===== src/sv/next_fit_heap_allocator_defines.svh =====
// Assertion helpers for the next-fit heap allocator. Both expect clk and rst in scope.
`ifndef NEXT_FIT_HEAP_ALLOCATOR_DEFINES_SVH
`define NEXT_FIT_HEAP_ALLOCATOR_DEFINES_SVH
`ifndef SYNTH
`define NFHA_ASSERT_IMPL(label, ante, cons) \
  label: assert property (@(posedge clk) disable iff (rst) (ante) |-> (cons)) \
    else $error("nfha: same-cycle check failed");
`define NFHA_ASSERT_NEXT(label, ante, cons) \
  label: assert property (@(posedge clk) disable iff (rst) (ante) |=> (cons)) \
    else $error("nfha: next-cycle check failed");
`else
`define NFHA_ASSERT_IMPL(label, ante, cons)
`define NFHA_ASSERT_NEXT(label, ante, cons)
`endif
`endif


===== src/sv/nfha_pkg.sv =====
package nfha_pkg;

  localparam int SIZE_W   = 13;
  localparam int OFF_W    = 12;
  localparam int STATUS_W = 3;

  localparam logic FUNC_ALLOC = 1'b0;
  localparam logic FUNC_FREE  = 1'b1;

  typedef enum logic [STATUS_W-1:0] {
    ST_OK,
    ST_ZERO,
    ST_NOFIT,
    ST_BADPTR,
    ST_NOTALLOC
  } status_t;

  typedef enum logic [3:0] {
    OP_NOP,
    OP_CLEAR,
    OP_LOAD,
    OP_SETUP,
    OP_RD_NFP,
    OP_RD_START,
    OP_A_STEP,
    OP_A_TAKE,
    OP_F_READ,
    OP_F_MARK,
    OP_M_SEED,
    OP_M_STEP,
    OP_M_LAST
  } dp_op_t;

  typedef struct packed {
    dp_op_t  op;
    logic    set_res;
    status_t res;
    logic    out_load;
  } dp_cmd_t;

  typedef struct packed {
    logic clr_last;
    logic is_free;
    logic size_zero;
    logic init;
    logic bad_range;
    logic ent_start;
    logic ent_free;
    logic fit;
    logic a_nofit;
    logic chain_end;
    logic absorb;
  } dp_stat_t;

endpackage


===== src/sv/nfha_ctrl.sv =====
`include "next_fit_heap_allocator_defines.svh"

module nfha_ctrl import nfha_pkg::*; (
  input  logic     clk,
  input  logic     rst,
  input  logic     in_valid,
  output logic     in_ready,
  output logic     out_valid,
  input  logic     out_ready,
  output dp_cmd_t  cmd,
  input  dp_stat_t stat
);

  typedef enum logic [3:0] {
    S_CLEAR,
    S_IDLE,
    S_CHK,
    S_SEED,
    S_START,
    S_A_STEP,
    S_A_TAKE,
    S_F_TEST,
    S_M_SEED,
    S_M_STEP,
    S_M_LAST,
    S_DONE
  } state_t;

  state_t state;
  state_t state_next;

  assign in_ready = (state == S_IDLE);

  always_comb begin
    state_next   = state;
    cmd.op       = OP_NOP;
    cmd.set_res  = 1'b0;
    cmd.res      = ST_OK;
    cmd.out_load = 1'b0;
    case (state)
      S_CLEAR: begin
        cmd.op = OP_CLEAR;
        if (stat.clr_last) begin
          state_next = S_IDLE;
        end
      end
      S_IDLE: begin
        if (in_valid) begin
          cmd.op     = OP_LOAD;
          state_next = S_CHK;
        end
      end
      S_CHK: begin
        if (stat.is_free) begin
          cmd.op = OP_F_READ;
          if (stat.bad_range) begin
            cmd.set_res = 1'b1;
            cmd.res     = ST_BADPTR;
            state_next  = S_DONE;
          end else begin
            state_next = S_F_TEST;
          end
        end else if (stat.size_zero) begin
          cmd.set_res = 1'b1;
          cmd.res     = ST_ZERO;
          state_next  = S_DONE;
        end else begin
          // first real allocate lays the heap out as one free block
          if (!stat.init) begin
            cmd.op = OP_SETUP;
          end
          state_next = S_SEED;
        end
      end
      S_SEED: begin
        cmd.op     = OP_RD_NFP;
        state_next = S_START;
      end
      S_START: begin
        cmd.op     = OP_RD_START;
        state_next = S_A_STEP;
      end
      S_A_STEP: begin
        cmd.op = OP_A_STEP;
        if (stat.fit) begin
          state_next = S_A_TAKE;
        end else if (stat.a_nofit) begin
          cmd.set_res = 1'b1;
          cmd.res     = ST_NOFIT;
          state_next  = S_DONE;
        end
      end
      S_A_TAKE: begin
        cmd.op      = OP_A_TAKE;
        cmd.set_res = 1'b1;
        cmd.res     = ST_OK;
        state_next  = S_DONE;
      end
      S_F_TEST: begin
        cmd.set_res = 1'b1;
        if (!stat.ent_start) begin
          cmd.res    = ST_BADPTR;
          state_next = S_DONE;
        end else if (stat.ent_free) begin
          cmd.res    = ST_NOTALLOC;
          state_next = S_DONE;
        end else begin
          cmd.op     = OP_F_MARK;
          cmd.res    = ST_OK;
          state_next = S_M_SEED;
        end
      end
      S_M_SEED: begin
        cmd.op     = OP_M_SEED;
        state_next = S_M_STEP;
      end
      S_M_STEP: begin
        cmd.op = OP_M_STEP;
        if (stat.chain_end) begin
          if (stat.absorb) begin
            state_next = S_M_LAST;
          end else begin
            state_next = S_DONE;
          end
        end
      end
      S_M_LAST: begin
        cmd.op     = OP_M_LAST;
        state_next = S_DONE;
      end
      S_DONE: begin
        if (!out_valid || out_ready) begin
          cmd.out_load = 1'b1;
          state_next   = S_IDLE;
        end
      end
      default: state_next = S_CLEAR;
    endcase
  end

  always_ff @(posedge clk) begin
    if (rst) begin
      state     <= S_CLEAR;
      out_valid <= 1'b0;
    end else begin
      state <= state_next;
      if (cmd.out_load) begin
        out_valid <= 1'b1;
      end else if (out_ready) begin
        out_valid <= 1'b0;
      end
    end
  end

  `NFHA_ASSERT_IMPL(a_load_into_free_slot, cmd.out_load, !out_valid || out_ready)
  `NFHA_ASSERT_NEXT(a_accept_to_check, in_valid && in_ready, state == S_CHK)
  `NFHA_ASSERT_IMPL(a_word_from_done, $rose(out_valid), $past(state == S_DONE))

endmodule


===== config.mk =====
export PLATFORM = sky130hd
export DESIGN_NAME = nfha_ctrl
export DESIGN_NICKNAME = d
export VERILOG_FILES = /design/src/sv/nfha_pkg.sv /design/src/sv/nfha_ctrl.sv
export VERILOG_INCLUDE_DIRS = /design/src /design/src/sv
export SDC_FILE = /design/constraint.sdc
export NUM_CORES = 1
export LEC_CHECK = 0
export BUFFER_PORTS_ARGS = -buffer_cell sky130_fd_sc_hd__buf_2
export CORE_AREA = 2 2 39 41
export DETAILED_ROUTE_END_ITERATION = 8
export DIE_AREA = 0 0 41 43
export PLACE_DENSITY = 0.73
export RECOVER_POWER = 100
export SETUP_SLACK_MARGIN = 0.3
export SYNTH_ARGS = -nofsm -noshare
export SYNTH_HDL_FRONTEND = slang
export SYNTH_SLANG_ARGS = --single-unit

===== constraint.sdc =====
create_clock -name clk -period 3.68 [get_ports clk]
set_clock_uncertainty 0.1 [all_clocks]
set_input_delay 0.368 -clock clk [delete_from_list [all_inputs] [get_ports clk]]
set_output_delay 0.368 -clock clk [all_outputs]
set_load 0.03 [all_outputs]

**Word-level counts from Yosys, hierarchy flattened**

Cells that the tools add are included.

- Div/mod/pow operators: 0
- Shifts and indexed selects: 0
- Muxes and demuxes: 31
- Bitwise operators: 0
- Reductions and logical operators: 6
- $mul: 0
- Eq/ne operators: 16
- Order comparisons: 0
- Add/sub/neg operators: 0

Operators by type and width:

| cell | count |
|---|---|
| one-hot mux 4 bit (11 select lines) | 2 |
| 2-to-1 mux 4 bit | 17 |
| == test 4 x 3 -> 1 bit (second input constant) | 4 |
| == test 4 bit (second input constant) | 4 |
| one-hot mux 4 bit (4 select lines) | 1 |
| == test 4 x 2 -> 1 bit (second input constant) | 2 |
| 2-to-1 mux 8 bit | 1 |
| != test 2 bit (second input constant) | 4 |
| 2-to-1 mux 2 bit | 3 |
| 2-to-1 mux 3 bit | 2 |
| 2-to-1 mux 1 bit | 5 |
| AND reduction 5 bit | 1 |
| == test 4 x 1 -> 1 bit (second input constant) | 1 |
| logical NOT 4 bit | 1 |
| != test 3 bit (second input constant) | 1 |
| nonzero test 2 bit | 1 |
| OR reduction 2 bit | 1 |
| logical NOT 1 bit | 1 |
| logical OR 1 bit | 1 |

- Flip-flop bits (word level): 5
- Input port bits: 15
- Memory bits (writable): 0
- Memories: 0
- Bits in latches: 0
- Word-level logic and storage cells: 55
- Output and inout bits: 11
- Bits in read-only memories: 0

**Longest topological paths before layout**

Gate-level depths: netlist of the first run.

- Word-level depth: 5
- Depth in mapped cells: 5
- Mapped depth without buffers: 4

**Worst setup path after synthesis of the first run**

Ideal clock, no wire load.

- Path kind: reg2out
- From: register state[1]
- To: output port cmd[8] (netlist bit)
- Arrival time: 1578 ps
- Required time: 3212 ps
- Path buffers: 1
- Stages on the path, launching flop included: 4
- Setup slack: 1634 ps
- Path through: dfxtp_1 -> clkbuf_1 -> nand2_1 -> o31ai_1

RTL lines:

| item | line | RTL |
|---|---|---|
| from (decl) | nfha_ctrl.sv:29 | `state_t state;` |
| from (signal assigned) | nfha_ctrl.sv:146 | `state <= state_next;` |
| to (decl) | nfha_ctrl.sv:10 | `output dp_cmd_t cmd,` |

==> metrics, run 1 <==
status=complete, no violations; GP Congestion=0.853; critical path type=flip-flop to output pin; area leader, netlist=dfxtp_1; Longest Clk Path Bufs=2; period utilization=0.641; largest net degree at the start of global routing=19; final setup fails=0; CTS buffer count=3; Yosys cell types=36; Starting Density=0.424; Seq/Total Area, Yosys=0.171; R2R depth=4; Syn. warnings=0; clock latency on the worst-skew pair=0.24 ns; Hold Path Class=primary input to flip-flop; TNS Setup=0 ns; final wirelength=1440 µm; port buffer count=25; synth top area cells=dfxtp_1, a21oi_1, nand2_1; final worst slack=1.32 ns; DRC=0; CTS clk-pin slew, worst paths=0.04 ns; P_leak=0.285 nW; Syn Area/Cell=7.24 µm²; worst flop-to-flop path endpoint=state[3]$_SDFFE_PP0P_; Resize count post-CTS=0; Antenna Cells=0; Syn-to-layout area delta=20.3%; worst slack, placed=1.69 ns; Final Max Tran Viols=0; post-DP HPWL=1110 µm; unrepaired setup endpoints after global routing=no; cts hold-fix bufs=0; commonest non-fill, non-tap cell in the layout=buf_2; Antenna Violating Nets Remaining=0; I/O pin total=26; Post-CTS Setup Bufs=0; Syn Inst Count=81; Slowest cell on crit path=dfxtp_1; Non-Filler Instances=121; Fmax=424 MHz; crit path DAT=1.89 ns; overall power=0.448 mW; Worst slew margin=0.622; cell row count=14; Setup crit start=state[0]$_SDFFE_PP0P_; Nets=121; vias in the first global route=562; antenna violations before repair=0; core area=1380 µm²; TritonCTS clock tree=built; Post-Syn Area=587 µm²; placed insts=117; Vias=675; commonest cells after routing, fill and taps aside=buf_2, clkbuf_1, nand2_1, a21oi_1; Max VDD drop=0.000241 V; via/cell ratio=5.58; share of the synthesized area in the top cell type=0.171; CP Data Required Time=3.21 ns; Die Ht=43 µm; share of layout cells above drive strength 1=0.210; final core utilization=0.510; global-route wire length before repair=2190 µm; Die W=41 µm; DRT iter0 DRCs=16; Critical Path End=cmd[2]; flops & latches, synth=5; CP Max Fanout=18; crit path cell chain=inv_1 > nor3_1 > o21ai_1 > nand2_1 > clkbuf_1; CP max stage delay=0.65 ns; GRT Overall Usage=0.178; Die Area=1760 µm²; Hold Vio Cnt, Final=0; clk sinks=5; # Max-Cap Violations=0; drt pass-1 iters=4; Setup crit end kind=output pin; Crit Reg-Reg Startpoint=state[0]$_SDFFE_PP0P_; final critical-path required period=2.36 ns; GR Overflow Total=0; CP Launch Type=flip-flop; Reg2Reg Setup Slack=1.69 ns; WL/cell=11.9 µm; Mapped Nets=96; H-tree depth=1; PwrDens=634 nW/µm²; Root Buffer=clkbuf_4; worst slew pin tran=0.563 ns
metal layers:
| metal | wire length, µm | GRT usage |
|---|---|---|
| met1 | 648 | 0.223 |
| met2 | 716 | 0.281 |
| met3 | 77 | 0.0628 |
| met4 | 0 | 0.0400 |
| met5 | 0 | 0 |
worst min path at each step:
stage / startpoint / end / slack, ns / cells past startpoint
2_1_floorplan: rst / out_valid$_SDFFE_PP0P_ / 0.34 / 1
3_3_place_gp: out_valid$_SDFFE_PP0P_ / out_valid$_SDFFE_PP0P_ / 0.43 / 2
3_5_place_dp: out_valid$_SDFFE_PP0P_ / out_valid$_SDFFE_PP0P_ / 0.44 / 2
4_1_cts: rst / state[3]$_SDFFE_PP0P_ / 0.25 / 2
5_1_grt: rst / state[3]$_SDFFE_PP0P_ / 0.26 / 2
6_report: rst / state[3]$_SDFFE_PP0P_ / 0.26 / 2
worst max-delay path, delay by kind of cell (launching register included):
kind	cells	cell delay, ns
AND/OR/NAND/NOR	2	0.38
buffers and inverters	2	0.51
AO/OA/AOI/OAI	1	0.11
flip-flops	1	0.65
sequential cells by signal (all words and copies together), names as in the netlist:
name,cells
out_valid,1
state,4
per-stage QoR:
stage,instance area [µm²],hold WS [ns]
final,706,0.262
after global routing,706,0.262
after CTS,731,0.252
after detailed placement,704,0.443
after global placement,704,0.434
after floorplan,587,0.337
kinds of logic (layout without fill, tap and decap cells):
family	count (synthesis)	in the layout	share of synthesized area
AO/OA/AOI/OAI	29	29	0.348
buffers and inverters	7	31	0.0597
flip-flops	5	5	0.171
multiplexers	3	3	0.0533
AND/OR/NAND/NOR	37	37	0.369
final cells by class:
cell class / count / area (µm²)
clock buffer: 4 / 26.3
fill: 152 / 678
inverter: 2 / 7.51
multi-input combinational: 69 / 440
sequential: 5 / 100
tap: 16 / 20.0
timing repair buffer: 25 / 111
synthesized netlist by cell type:
master    n
nor2b_1   5
a32o_1    1
o32ai_1   1
a21o_1    1
or4_4     1
a21oi_1   8
o21a_1    1
o21ba_1   1
or3_1     1
mux2i_1   2
nand4b_1  1
o21ai_0   5
nor2_1    5
or3b_1    1
nor3_1    3
dfxtp_1   5
buf_6     1
mux2_2    1
a311o_1   1
o32ai_4   1
or2_2     1
a211oi_1  1
a31oi_1   1
o21ai_1   2
o22ai_1   3
nand2b_1  5
nor3_4    1
clkbuf_1  3
and2_1    1
nand2_1   9
or2b_1    1
o31ai_1   2
nor3_2    1
buf_2     1
nand3_1   1
inv_1     2
where the power goes:
part,internal (mW),switching [mW]
combinational,0.110,0.159
clock,0.0409,0.0215
sequential,0.0668,0.0495
total,0.218,0.230
Note: power is estimated with default switching activity, not from simulation.
==> inputs of run 2 (changes only) <==
--- a/config.mk
+++ b/config.mk
@@ -7,10 +7,10 @@
 export NUM_CORES = 1
 export LEC_CHECK = 0
 export BUFFER_PORTS_ARGS = -buffer_cell sky130_fd_sc_hd__buf_2
-export CORE_AREA = 2 2 39 41
+export CORE_MARGIN = 2
+export CORE_UTILIZATION = 45
 export DETAILED_ROUTE_END_ITERATION = 8
-export DIE_AREA = 0 0 41 43
-export PLACE_DENSITY = 0.73
+export PLACE_DENSITY = 0.75
 export RECOVER_POWER = 100
 export SETUP_SLACK_MARGIN = 0.3
 export SYNTH_ARGS = -nofsm -noshare
==> constraint.sdc (replaced) <==
create_clock -name clk -period 2.4 [get_ports clk]
set_clock_uncertainty 0.1 [all_clocks]
set_input_delay 0.24 -clock clk [delete_from_list [all_inputs] [get_ports clk]]
set_output_delay 0.24 -clock clk [all_outputs]
set_load 0.03 [all_outputs]
==> run 2 against run 1 <==
Cell area grew 0.71%. Final cell count shrank 0.83%. First-iteration DRC count shrank 6.3%. Total power grew 54%. Count of clock-buffer cells in the layout is the same. Register-to-register slack lost 1.3 ns. Largest power group unchanged. Critical path type unchanged. Utilization grew 5.7 points. Sequential power grew 56%.
==> metrics, run 2 (same netlist as run 1, synthesis figures left out) <==
status=complete, no violations; post-DP HPWL=1070 µm (-3.7%); Syn-to-layout area delta=21.1%; Antenna Violating Nets Remaining=0 (unchanged); placed insts=116 (-0.85%); I/O pin total=26 (unchanged); Top reg by flops=state; DRT met1 WL=717 µm (+11%); worst slew pin tran=0.567 ns (+0.00484 ns); WL/cell=11.7 µm (-1.9%); met2 WL=635 µm (-11%); worst hold slack=0.127 ns (-0.136 ns); clk sinks=5 (unchanged); DR top layer=met3; Hold Path Depth=2 (unchanged); Antenna Cells=0 (unchanged); antenna violations before repair=0 (unchanged); Hold Startpoint=rst; PwrDens=971 nW/µm² (+53%); CTS buffer count=3 (unchanged); port buffer count=25 (unchanged); commonest cells after routing, fill and taps aside=buf_2, nand2_1, clkbuf_1, a21oi_1; CP Launch Type=flip-flop; global-route wire length before repair=2280 µm (+3.8%); Hold EP=state[3]$_SDFFE_PP0P_; TNS Setup=0 ns (unchanged); # Max-Cap Violations=0 (unchanged); Longest Clk Path Bufs=2 (unchanged); Die Area=1610 µm² (-8.7%); CP Max Fanout=16 (-2); critical path type=flip-flop to output pin; via/cell ratio=5.63 (+0.83%); R2R depth=4 (unchanged); Hold Path Class=primary input to flip-flop; Setup crit end kind=output pin; CTS clk-pin slew, worst paths=0.04 ns (about the same); DRT iter0 DRCs=15 (-1); largest net degree at the start of global routing=19 (unchanged); Hold Vio Cnt, Final=0 (unchanged); drt pass-1 iters=4 (unchanged); worst flop-to-flop path endpoint=state[3]$_SDFFE_PP0P_; GRT Overall Usage=0.207 (+0.0288); unrepaired setup endpoints after global routing=no; Final Max Tran Viols=0 (unchanged); cts hold-fix bufs=0 (unchanged); Fmax=472 MHz; Reg2Reg Setup Slack=0.40 ns (-1.29 ns); Max VDD drop=0.000341 V (+42%); Nets=121 (unchanged); Setup crit start=state[2]$_SDFFE_PP0P_; Starting Density=0.469 (+0.0445); crit path DAT=1.78 ns (-0.11 ns); Met3 Wirelength=51 µm (-34%); GR Overflow Total=0 (unchanged); final critical-path required period=2.12 ns; vias in the first global route=527 (-6.2%); max reg flops=4 (unchanged); period utilization=0.883; GP Congestion=0.855 (+0.18%); Die W=40.1 µm (-2.2%); final core utilization=0.567 (+0.0575); Non-Filler Instances=120 (-0.83%); core area=1250 µm² (-9.5%); H-tree depth=1 (unchanged); P_leak=0.299 nW (+4.7%); share of layout cells above drive strength 1=0.257 (+0.0476); Root Buffer=clkbuf_4; final setup fails=0 (unchanged); Worst slew margin=0.619 (-0.00325); Crit Reg-Reg Startpoint=state[2]$_SDFFE_PP0P_; Largest regs=state (4), out_valid (1); Die Ht=40.1 µm (-6.7%); commonest non-fill, non-tap cell in the layout=buf_2; CP Data Required Time=2.06 ns (-1.15 ns); final wirelength=1400 µm (-2.7%); clock latency on the worst-skew pair=0.23 ns (about the same); TritonCTS clock tree=built; DRC=0 (unchanged); cell row count=13 (-1); Vias=675 (unchanged); Fill cells=132 (-13%)
[run 2: cell count changes in the layout (fill, tap and decap cells not counted)]
cell / previous run / this run
buf_2: 14 / 17
clkbuf_1: 12 / 9
dfxtp_1: 5 / 3
dfxtp_2: 0 / 2
[run 2: routing by layer]
metal | global-route usage | vias to the layer above
met5 | 0 | -
met4 | 0 | 0
met3 | 0.0722 | 0
met2 | 0.315 | 16
met1 | 0.295 | 312
li1 | - | 347
[run 2: layout make-up]
cell class / count / area, µm² / share of cell area
clock buffers: 4 / 26.3 / 0.0370
inverters: 2 / 7.51 / 0.0106
multi-input cells: 69 / 440 / 0.620
flip-flops and latches: 5 / 103 / 0.144
well taps: 15 / 18.8 / 0.0264
repair buffers: 25 / 115 / 0.162
[run 2: metrics by stage]
step / total power [mW] / area (µm²) / setup WS (ns)
after global placement: 0.604 / 703 / 0.595
after floorplan: 0.529 / 587 / 0.482
after detailed placement: 0.611 / 703 / 0.559
after CTS: 0.712 / 731 / 0.396
after global routing: 0.752 / 711 / 0.156
final: 0.690 / 711 / 0.281
[run 2: worst max path at each step]
stage,cells after the start,to
6_report,5,cmd[5]
5_1_grt,5,cmd[5]
4_1_cts,5,cmd[6]
3_5_place_dp,5,cmd[4]
3_3_place_gp,5,cmd[4]
2_1_floorplan,3,cmd[8]
[run 2: worst max-delay path, cell delays in order (launching register included)]
cell	delay [ns]
dfxtp_1	0.61
inv_1	0.14
a21oi_1	0.25
nor2_1	0.08
o22ai_1	0.13
clkbuf_1	0.33
[run 2: power breakdown]
part / total [mW] / internal (mW) / switching (mW)
clock: 0.0924 / 0.0626 / 0.0299
combinational: 0.417 / 0.171 / 0.245
sequential: 0.181 / 0.105 / 0.0761
total: 0.690 / 0.339 / 0.351
[run 2: timing repair]
item,CTS,global route
setup buffers,0,0
setup endpoints to repair,3,4
pin swaps,0,0
resized for setup,1,2
==> inputs of run 3 (changes only) <==
--- a/config.mk
+++ b/config.mk
@@ -9,6 +9,7 @@
 export BUFFER_PORTS_ARGS = -buffer_cell sky130_fd_sc_hd__buf_2
 export CORE_MARGIN = 2
 export CORE_UTILIZATION = 45
+export CTS_BUF_LIST = sky130_fd_sc_hd__clkbuf_16
 export DETAILED_ROUTE_END_ITERATION = 8
 export PLACE_DENSITY = 0.75
 export RECOVER_POWER = 100
==> run 3 against run 2 <==
Sequential share of layout area shrank 1.1 points. Non-clock buffer count is the same. Hold slack gained 0.015 ns. First-iteration DRC count shrank 13%. Critical path depth is the same. Count of clock-buffer cells in the layout shrank 1. Die area is the same. Routed wire length grew 5.1%. Sequential power is essentially flat.
==> metrics, run 3 (same netlist as run 1, synthesis figures left out) <==
Longest Clk Path Bufs=2 (unchanged); H-tree depth=1 (unchanged); clock group share of total power=0.313 (+0.179); CTS clk-pin slew, worst paths=0.03 ns (about the same); Hold Startpoint=rst; CTS buffer count=3 (unchanged); combinational share of power=0.480 (-0.124); Worst slew margin=0.608 (-0.0103); GP Congestion=0.855 (unchanged); Largest regs=state (4), out_valid (1); internal power=0.491 mW (+45%); GR Overflow Total=0 (unchanged); WL/cell=12.3 µm (+5.1%); status=complete, no violations; Syn-to-layout area delta=29.4%; Antenna Violating Nets Remaining=0 (unchanged); port buffer count=25 (unchanged); DRT iter0 DRCs=13 (-2); worst slack, placed=0.559 ns (unchanged); Starting Density=0.469 (unchanged); Post-CTS Setup Bufs=0 (unchanged); CP Data Required Time=2.06 ns (about the same); I/O pin total=26 (unchanged); Hold Path Depth=2 (unchanged); Seq pwr share=0.207 (-0.055); Reg2Reg Setup Slack=0.40 ns (about the same); core area=1250 µm² (unchanged); post-route cell area=759 µm² (+6.9%); overall power=0.869 mW (+26%); critical path type=flip-flop to output pin; unrepaired setup endpoints after global routing=no; placed insts=116 (unchanged); Antenna Cells=0 (unchanged); TritonCTS clock tree=built; Fmax=475 MHz (+0.67%); period utilization=0.877 (-0.00584); clk sinks=5 (unchanged); via/cell ratio=5.53 (-1.8%); TNS Setup=0 ns (unchanged); Final Max Tran Viols=0 (unchanged); Nets=121 (unchanged); largest net degree at the start of global routing=19 (unchanged); Hold Path Class=primary input to flip-flop; Non-Filler Instances=120 (unchanged); Hold Vio Cnt, Final=0 (unchanged); max reg flops=4 (unchanged); antenna violations before repair=0 (unchanged); net switching power figure=0.377 mW (+7.5%); clock latency on the worst-skew pair=0.23 ns (about the same); global-route wire length before repair=2370 µm (+3.9%); Switching Share=0.435 (-0.0745); Die W=40.1 µm (unchanged); Root Buffer=clkbuf_16; Vias=663 (-1.8%); P_leak=0.317 nW (+6.0%); CP Launch Type=flip-flop; CP Max Fanout=16 (unchanged); vias in the first global route=548 (+4.0%); final critical-path required period=2.10 ns (-0.0140 ns); commonest non-fill, non-tap cell in the layout=buf_2; final setup fails=0 (unchanged); PwrDens=1140 nW/µm² (+18%); Crit Reg-Reg Startpoint=state[2]$_SDFFE_PP0P_; cts hold-fix bufs=0 (unchanged); commonest cells after routing, fill and taps aside=buf_2, clkbuf_1, nand2_1, a21oi_1; final worst slack=0.295 ns (+0.0140 ns); cell row count=13 (unchanged); Setup crit end kind=output pin; worst hold slack=0.141 ns (+0.0149 ns); drt pass-1 iters=2 (-2); R2R depth=4 (unchanged); Die Ht=40.1 µm (unchanged); DRC=0 (unchanged); Top reg by flops=state; GRT Overall Usage=0.224 (+0.0171); # Max-Cap Violations=0 (unchanged); worst slew pin tran=0.583 ns (+0.0154 ns); crit path DAT=1.76 ns (-0.02 ns); Max VDD drop=0.000755 V (+120%); Die Area=1610 µm² (unchanged); final wirelength=1470 µm (+5.1%); post-DP HPWL=1070 µm (unchanged); share of layout cells above drive strength 1=0.229 (-0.0286); Hold EP=state[3]$_SDFFE_PP0P_; DP Area=703 µm² (unchanged); final core utilization=0.606 (+0.0390); worst flop-to-flop path endpoint=state[3]$_SDFFE_PP0P_
[run 3: cell type report]
type	count	area (µm²)
Multi-Input combinational cell	69	440
Timing Repair Buffer	25	113
Sequential cell	5	101
Fill cell	131	493
Tap cell	15	18.8
Clock buffer	3	75.1
Clock inverter	1	3.75
Inverter	2	7.51
[run 3: worst max-delay path by stage]
stage	startpoint	end	slack, ns	depth (start not counted)
floorplan	state[1]$_SDFFE_PP0P_	cmd[8]	0.48	3
global placement	state[0]$_SDFFE_PP0P_	cmd[4]	0.60	5
detailed placement	state[0]$_SDFFE_PP0P_	cmd[4]	0.56	5
CTS	state[0]$_SDFFE_PP0P_	cmd[2]	0.31	5
global route	state[2]$_SDFFE_PP0P_	cmd[2]	0.17	5
finish	state[2]$_SDFFE_PP0P_	cmd[5]	0.30	5
[run 3: worst max-delay path, cell delays in order (launching register included)]
cell and delay (ns):
dfxtp_1 0.60, inv_1 0.14, a21oi_1 0.26, nor2_1 0.08, o22ai_1 0.13, clkbuf_1 0.33
[run 3: repair_timing]
action / 4_1_cts / 5_1_grt
hold endpoints to repair: 0 / 0
setup endpoints to repair: 0 / 6
gates resized for setup: 0 / 2
[run 3: routing by layer]
metal | wire length (µm) | share of wire | global-route usage | up-vias
met1 | 696 | 0.47 | 0.294 | 304
met2 | 701 | 0.48 | 0.339 | 12
met5 | 0 | 0 | 0 | -
met3 | 54 | 0.037 | 0.0722 | 2
li1 | - | - | - | 345
met4 | 21 | 0.014 | 0.0776 | 0
[run 3: power by group through the flow]
stage	clock network, mW	registers, mW	logic (mW)
finish	0.272	0.180	0.417
global route	0.280	0.189	0.459
CTS	0.275	0.178	0.436
detailed placement	0	0.179	0.432
global placement	0	0.177	0.427
floorplan	0	0.120	0.410
